[src/hdl/wsaq_pkg.sv]
// shared types and constants for the weighted score alert qualifier
// no dependencies; used by the channel interfaces and the top level
package wsaq_pkg;

    localparam int unsigned SCORE_W = 7;
    localparam int unsigned RUN_W   = 8;

    localparam logic [SCORE_W-1:0] SCORE_MAX = 7'd100;
    localparam logic [RUN_W-1:0]   RUN_MAX   = 8'd255;

    // reset values of the configuration registers
    localparam logic [SCORE_W-1:0] ELEV_THR_RST = 7'd60;
    localparam logic [SCORE_W-1:0] CRIT_THR_RST = 7'd80;
    localparam logic [RUN_W-1:0]   RUNS_RST     = 8'd3;

    // floor(x / 100) for x < 12800 as (x * 5243) >> 19
    localparam logic [12:0]  RECIP_FULL = 13'd5243;
    localparam int unsigned  SHIFT_FULL = 19;
    // floor(x / 15) for x < 2048 as (x * 2185) >> 15
    localparam logic [11:0]  RECIP_PART = 12'd2185;
    localparam int unsigned  SHIFT_PART = 15;

    localparam int unsigned CFG_IDX_W  = 2;
    localparam int unsigned CFG_DATA_W = 8;

    typedef enum logic [CFG_IDX_W-1:0] {
        CFG_ELEV_THR = 2'd0,
        CFG_CRIT_THR = 2'd1,
        CFG_RUNS     = 2'd2
    } t_cfg_idx;

    typedef struct packed {
        logic [SCORE_W-1:0] metric_score;
        logic [SCORE_W-1:0] correlation_score;
        logic [SCORE_W-1:0] session_score;
        logic               session_valid;
    } t_in_item;

    typedef struct packed {
        logic [SCORE_W-1:0] combined_score;
        logic               elevated_on;
        logic               critical_on;
        logic               elevated_raised;
        logic               elevated_cleared;
        logic               critical_raised;
        logic               critical_cleared;
    } t_out_item;

    typedef struct packed {
        logic             active;
        logic [RUN_W-1:0] high_run;
        logic [RUN_W-1:0] low_run;
    } t_level;

endpackage

[src/hdl/wsaq_in_if.sv]
// valid/ready channel carrying one input beat of sub-scores
// depends on wsaq_pkg for the payload type
interface wsaq_in_if;
    import wsaq_pkg::*;

    logic     valid;
    logic     ready;
    t_in_item data;

    modport source (output valid, output data, input ready);
    modport sink   (input valid, input data, output ready);
endinterface

[src/hdl/wsaq_out_if.sv]
// valid/ready channel carrying one result beat
// depends on wsaq_pkg for the payload type
interface wsaq_out_if;
    import wsaq_pkg::*;

    logic      valid;
    logic      ready;
    t_out_item data;

    modport source (output valid, output data, input ready);
    modport sink   (input valid, input data, output ready);
endinterface

[src/hdl/weighted_score_alert_qualifier.sv]
// Weighted score alert qualifier. Takes one beat per clock when the result side keeps
// up: a beat is captured in the input register, its combined score and both alert
// levels are worked out in one pass and written to the result register, from which
// the result is offered; the throughput is one beat per cycle, set by the single
// combinational pass between those two registers. The input ready follows the
// result ready combinationally through the two-entry pipeline. Configuration
// writes are taken at any edge and are meant for an idle block. There is no
// clearing pass after reset.
// depends on wsaq_pkg, wsaq_in_if and wsaq_out_if
module weighted_score_alert_qualifier (
    input  logic                             i_clk,
    input  logic                             i_rst_n,
    wsaq_in_if.sink                          i_in,
    wsaq_out_if.source                       o_out,
    input  logic                             i_cfg_we,
    input  logic [wsaq_pkg::CFG_IDX_W-1:0]   i_cfg_idx,
    input  logic [wsaq_pkg::CFG_DATA_W-1:0]  i_cfg_data
);
    import wsaq_pkg::*;

    function automatic t_level f_level_next(t_level cur, logic hit, logic [RUN_W-1:0] need);
        t_level nxt;
        begin
            nxt = cur;
            if (hit) begin
                nxt.high_run = (cur.high_run == RUN_MAX) ? RUN_MAX : cur.high_run + 8'd1;
                nxt.low_run  = '0;
                if (!cur.active && nxt.high_run >= need) begin
                    nxt.active = 1'b1;
                end
            end else begin
                nxt.low_run  = (cur.low_run == RUN_MAX) ? RUN_MAX : cur.low_run + 8'd1;
                nxt.high_run = '0;
                if (cur.active && nxt.low_run >= need) begin
                    nxt.active = 1'b0;
                end
            end
            return nxt;
        end
    endfunction

    logic [SCORE_W-1:0] r_elev_thr;
    logic [SCORE_W-1:0] r_crit_thr;
    logic [RUN_W-1:0]   r_runs;

    logic      r_s1_valid;
    t_in_item  r_s1_item;
    logic      r_out_valid;
    t_out_item r_out_item;
    t_level    r_elev;
    t_level    r_crit;

    logic      w_s2_load;
    logic      w_s1_load;
    logic      n_s1_valid;
    logic      n_out_valid;

    logic [13:0]        w_sum_full;
    logic [26:0]        w_prod_full;
    logic [10:0]        w_sum_part;
    logic [22:0]        w_prod_part;
    logic [7:0]         w_quot;
    logic [SCORE_W-1:0] w_score;
    t_level             n_elev;
    t_level             n_crit;
    t_out_item          n_out_item;

    // configuration registers
    always_ff @(posedge i_clk) begin
        if (!i_rst_n) begin
            r_elev_thr <= ELEV_THR_RST;
            r_crit_thr <= CRIT_THR_RST;
            r_runs     <= RUNS_RST;
        end else if (i_cfg_we) begin
            unique case (i_cfg_idx)
                CFG_ELEV_THR: r_elev_thr <= i_cfg_data[SCORE_W-1:0];
                CFG_CRIT_THR: r_crit_thr <= i_cfg_data[SCORE_W-1:0];
                CFG_RUNS:     r_runs     <= i_cfg_data[RUN_W-1:0];
                default: ;
            endcase
        end
    end

    // pipeline flow control
    assign w_s2_load   = r_s1_valid && (!r_out_valid || o_out.ready);
    assign i_in.ready  = !r_s1_valid || w_s2_load;
    assign w_s1_load   = i_in.valid && i_in.ready;
    assign n_s1_valid  = w_s1_load || (r_s1_valid && !w_s2_load);
    assign n_out_valid = w_s2_load || (r_out_valid && !o_out.ready);

    // combined score, divisions by reciprocal multiply
    always_comb begin
        w_sum_full  = 14'(r_s1_item.metric_score) * 14'd40
                    + 14'(r_s1_item.correlation_score) * 14'd35
                    + 14'(r_s1_item.session_score) * 14'd25;
        w_prod_full = 27'(w_sum_full) * 27'(RECIP_FULL);
        w_sum_part  = 11'(r_s1_item.metric_score) * 11'd8
                    + 11'(r_s1_item.correlation_score) * 11'd7;
        w_prod_part = 23'(w_sum_part) * 23'(RECIP_PART);
        w_quot      = r_s1_item.session_valid ? w_prod_full[SHIFT_FULL +: 8]
                                              : w_prod_part[SHIFT_PART +: 8];
        w_score     = (w_quot > 8'(SCORE_MAX)) ? SCORE_MAX : w_quot[SCORE_W-1:0];
    end

    // alert levels
    always_comb begin
        n_elev = f_level_next(r_elev, w_score >= r_elev_thr, r_runs);
        n_crit = f_level_next(r_crit, w_score >= r_crit_thr, r_runs);

        n_out_item.combined_score   = w_score;
        n_out_item.elevated_on      = n_elev.active;
        n_out_item.critical_on      = n_crit.active;
        n_out_item.elevated_raised  = !r_elev.active && n_elev.active;
        n_out_item.elevated_cleared = r_elev.active && !n_elev.active;
        n_out_item.critical_raised  = !r_crit.active && n_crit.active;
        n_out_item.critical_cleared = r_crit.active && !n_crit.active;
    end

    always_ff @(posedge i_clk) begin
        if (!i_rst_n) begin
            r_s1_valid  <= 1'b0;
            r_out_valid <= 1'b0;
            r_elev      <= '0;
            r_crit      <= '0;
        end else begin
            r_s1_valid  <= n_s1_valid;
            r_out_valid <= n_out_valid;
            if (w_s2_load) begin
                r_elev <= n_elev;
                r_crit <= n_crit;
            end
        end
    end

    // payload registers
    always_ff @(posedge i_clk) begin
        if (w_s1_load) begin
            r_s1_item <= i_in.data;
        end
        if (w_s2_load) begin
            r_out_item <= n_out_item;
        end
    end

    assign o_out.valid = r_out_valid;
    assign o_out.data  = r_out_item;

    // a level only changes when a beat moves into the result register
    a_elev_change_on_load: assert property (@(posedge i_clk) disable iff (!i_rst_n)
        (r_elev.active != $past(r_elev.active)) |-> $past(w_s2_load))
        else $error("elevated flag changed without a beat");

    // the two runs of one level are never both counting
    a_runs_exclusive: assert property (@(posedge i_clk) disable iff (!i_rst_n)
        (r_elev.high_run == '0 || r_elev.low_run == '0)
        && (r_crit.high_run == '0 || r_crit.low_run == '0))
        else $error("high and low runs both nonzero");

    // a raise event comes with the flag set, a clear with it dropped
    a_event_flag: assert property (@(posedge i_clk) disable iff (!i_rst_n)
        o_out.valid |-> (!o_out.data.elevated_raised || o_out.data.elevated_on)
                     && (!o_out.data.elevated_cleared || !o_out.data.elevated_on)
                     && (!o_out.data.critical_raised || o_out.data.critical_on)
                     && (!o_out.data.critical_cleared || !o_out.data.critical_on))
        else $error("alert event disagrees with flag");

    // score stays in range
    a_score_range: assert property (@(posedge i_clk) disable iff (!i_rst_n)
        $past(w_s2_load) |-> (o_out.data.combined_score <= SCORE_MAX))
        else $error("combined score above maximum");

endmodule
[src/flat_wrapper.sv]
// flat-port wrapper written by rule: the top's interface ports become plain ports
module weighted_score_alert_qualifier_flat import wsaq_pkg::*;
  (i_clk, i_rst_n, i_cfg_we, i_cfg_idx, i_cfg_data, i_in_valid, i_in_data, i_in_ready, o_out_valid, o_out_data, o_out_ready);
  wsaq_in_if i_in_i ();
  wsaq_out_if o_out_i ();
  input  logic i_clk;
  input  logic i_rst_n;
  input  logic i_cfg_we;
  input  logic [wsaq_pkg::CFG_IDX_W-1:0] i_cfg_idx;
  input  logic [wsaq_pkg::CFG_DATA_W-1:0] i_cfg_data;
  input wire logic [$bits(i_in_i.valid)-1:0] i_in_valid;
  input wire logic [$bits(i_in_i.data)-1:0] i_in_data;
  output wire logic [$bits(i_in_i.ready)-1:0] i_in_ready;
  output wire logic [$bits(o_out_i.valid)-1:0] o_out_valid;
  output wire logic [$bits(o_out_i.data)-1:0] o_out_data;
  input wire logic [$bits(o_out_i.ready)-1:0] o_out_ready;
  assign i_in_i.valid = i_in_valid;
  assign i_in_i.data = i_in_data;
  assign i_in_ready = i_in_i.ready;
  assign o_out_valid = o_out_i.valid;
  assign o_out_data = o_out_i.data;
  assign o_out_i.ready = o_out_ready;
  weighted_score_alert_qualifier u_core (.i_clk(i_clk), .i_rst_n(i_rst_n), .i_in(i_in_i), .o_out(o_out_i), .i_cfg_we(i_cfg_we), .i_cfg_idx(i_cfg_idx), .i_cfg_data(i_cfg_data));
endmodule
[config.mk]
export PLATFORM = sky130hd
export DESIGN_NAME = weighted_score_alert_qualifier_flat
export DESIGN_NICKNAME = d
export VERILOG_FILES = /design/src/hdl/wsaq_pkg.sv /design/src/hdl/wsaq_in_if.sv /design/src/hdl/wsaq_out_if.sv /design/src/hdl/weighted_score_alert_qualifier.sv /design/src/flat_wrapper.sv
export SDC_FILE = /design/constraint.sdc
export NUM_CORES = 1
export LEC_CHECK = 0
export ABC_AREA = 0
export ABC_CLOCK_PERIOD_IN_PS = 33500
export BUFFER_PORTS_ARGS = -buffer_cell sky130_fd_sc_hd__buf_2
export CORE_UTILIZATION = 40
export CTS_CLUSTER_SIZE = 10
export DETAILED_ROUTE_END_ITERATION = 6
export PLACE_DENSITY = 0.57
export SKIP_LAST_GASP = 1
export SYNTH_ARGS = -nofsm -noshare
export SYNTH_HDL_FRONTEND = slang
export SYNTH_SLANG_ARGS = --single-unit
export TNS_END_PERCENT = 10
[constraint.sdc]
create_clock -name i_clk -period 33.5 [get_ports i_clk]
set_clock_uncertainty 0.2 [all_clocks]
set_input_delay 6.7 -clock i_clk [delete_from_list [all_inputs] [get_ports i_clk]]
set_output_delay 6.7 -clock i_clk [all_outputs]
set_load 0.02 [all_outputs]
==> metrics.csv <==
metric,value,unit
clock_sinks,93,
vias,8365,
reg2reg_slack,21050,ps
ys.flop_type,dfxtp_1,
ys_warn_count,0,
hold_path_depth,2,
dp_hpwl,20.34,mm
tritoncts,built,
ios,52,
dieHeight,174.2,µm
antenna_found_initial,0,
reg2reg_to,u_core.o_out.data[4],
endpoint_kind,output port,
hold_path.class,reg -> reg,
status,finished clean,
drt_iter0_drc,242,
cts_setup_buffers,0,
start_kind,primary input,
antenna_cells,0,
dr.pass1.iters,5,
slew_violations,0,
holdWs,306.9,ps
cts-root-buf,clkbuf_16,
cts.reportedPaths.clkPinSlew,70,ps
cp.arrival,7270,ps
gr-usage-all-layers,17.06,%
hold_viol,0,
r2r.worst_path.cells,45,
ctsResizeCount,0,
drcViolationCount,0,
yosysSeqAreaShare,18.64,%
synthesis.nets,1616,
worst_pin_slew,1086,ps
yosysUniqueCellTypes,65,
hold_buffers,0,
fillers,2848,
grt_pass1_vias,8674,
period_minus_slack,14170,ps
synth_top_cell_area_share,27.31,%
wire_per_inst,14.67,µm
routed_via_density,5.064,
syn-instance-count,1214,
cts_max_path_buffers,2,
ant_nets,0,
worstHoldStart,u_core.r_elev[0],
cts_made_buffers,9,
r2r-start,u_core.r_s1_item[16],
synth_area_leader_cell,ha_1,
area_growth,8.235,%
setup_violations,0,
clkLatencyLatePin,370,ps
required,26600,ps
start_util,41.01,%
core-area,28940,µm²
finalSetupTns,0,ps
dieArea,30360,µm²
final_area,12840,µm²
fp.dieW,174.2,µm
syn_area_per_cell,9.775,µm²
cp_max_fo,4,
fin_crit_sh,42.29,%
grt-ovfl-total,0,
place_area,12550,µm²
synth_common_cells,"ha_1 (259), inv_1 (241), fa_1 (106), a21oi_1 (58), dfxtp_1 (58)",
htreeDepth,3,
synth_edf_count,35,
yosys.cell_count.top_type,ha_1,
whs_endpoint,u_core.r_elev[0],
synth_seq_cells,93,
rsz0062_at_grt,no,
async_flop_share,0,%
netlist_area,11870,µm²
io_buffer_count,51,
grt_max_degree,33,
grt_pass1_wl,41.86,mm
fmax,70.59,MHz
nNetsFinal,1665,
core.rowCount,62,
synth_area_leaders,"ha_1 (27%), fa_1 (18%), dfxtp_1 (9.8%)",
relSlewSlack,27.61,%
routed_wl,24.24,mm
crit_type,in -> out,
drv_cap,0,
drive_gt1_share,7.492,%
gp_congestion,0.8342,
[state kept, by name (all words and copies together) (netlist names)]
register and count:
u_core.r_s1_item 22, u_core.r_crit 17, u_core.r_elev 17, u_core.o_out.data 13, u_core.r_runs 8, u_core.r_crit_thr 7
u_core.r_elev_thr 7, u_core.o_out.valid 1, u_core.r_s1_valid 1
[how the worst max path moves through the flow]
stage                startpoint          to  slack (ps)  cells past startpoint
floorplan           o_out_ready  i_in_ready       19550                      2
global placement    o_out_ready  i_in_ready       19370                      4
detailed placement  o_out_ready  i_in_ready       19340                      4
CTS                 o_out_ready  i_in_ready       19330                      4
global route        o_out_ready  i_in_ready       19240                      4
finish              o_out_ready  i_in_ready       19330                      4
[final cells by class]
| class | instances | area [µm²] | area share, % |
|---|---|---|---|
| Sequential cell | 93 | 2212 | 17.22 |
| Tap cell | 384 | 480.5 | 3.741 |
| Inverter | 242 | 908.4 | 7.073 |
| Multi-Input combinational cell | 863 | 8670 | 67.50 |
| Clock buffer | 9 | 225.2 | 1.754 |
| Timing Repair Buffer | 54 | 277.8 | 2.163 |
| Clock inverter | 7 | 70.07 | 0.5455 |
[worst max-delay path, stage by stage]
cell	delay (ps)
buf_2	90
nor2b_1	210
nand2_1	100
buf_2	160
[stage by stage]
stage	cells	setup slack [ps]	utilization [%]
3_3_place_gp	1636	19370	43.37
5_1_grt	1652	19240	44.39
4_1_cts	1652	19330	44.39
3_5_place_dp	1636	19340	43.37
6_report	1652	19330	44.39
2_1_floorplan	1214	19550	-
[cells in the final DEF (no fill, tap or decap), drive strengths merged, types with 4 or more instances in the layout]
cell type | Yosys | routed
a211oi | 5 | 5
a21boi | 5 | 5
a21o | 22 | 22
a21oi | 58 | 58
a31oi | 12 | 12
a32o | 28 | 28
and2 | 10 | 10
and3 | 14 | 14
buf | 4 | 54
clkbuf | 12 | 9
dfxtp | 58 | 58
edfxtp | 35 | 35
fa | 106 | 106
ha | 259 | 259
inv | 241 | 243
mux2i | 17 | 17
nand2 | 56 | 56
nand2b | 21 | 21
nand3 | 20 | 20
nand4 | 8 | 8
nor2 | 30 | 30
nor2b | 28 | 28
nor3 | 13 | 13
o211ai | 12 | 12
o21a | 6 | 6
o21ai | 29 | 29
o21bai | 7 | 7
o31ai | 8 | 8
or3 | 4 | 4
xnor2 | 35 | 35
xor2 | 17 | 17
[routing by layer]
layer | up-vias | part of all wire [%] | track usage, %
met3 | 17 | 2.3 | 2.297
met5 | - | 0 | 0
met4 | 0 | 1.1 | 3.545
met1 | 4016 | 49 | 22.84
li1 | 4239 | - | -
met2 | 93 | 48 | 29.22
[cell families (layout without fill, tap and decap cells)]
| group | Yosys count | count (layout) | synth area share (%) |
|---|---|---|---|
| mux | 18 | 18 | 1.634 |
| fa+ha+maj | 367 | 367 | 45.40 |
| xor+xnor | 52 | 52 | 3.838 |
| flops | 93 | 93 | 18.64 |
| buf+inv | 258 | 312 | 8.298 |
| compound gates | 209 | 209 | 12.68 |
| simple gates | 217 | 217 | 9.500 |
Power is not shown: default switching activity piles up to over one toggle a cycle in this logic, so the estimate is an artifact.
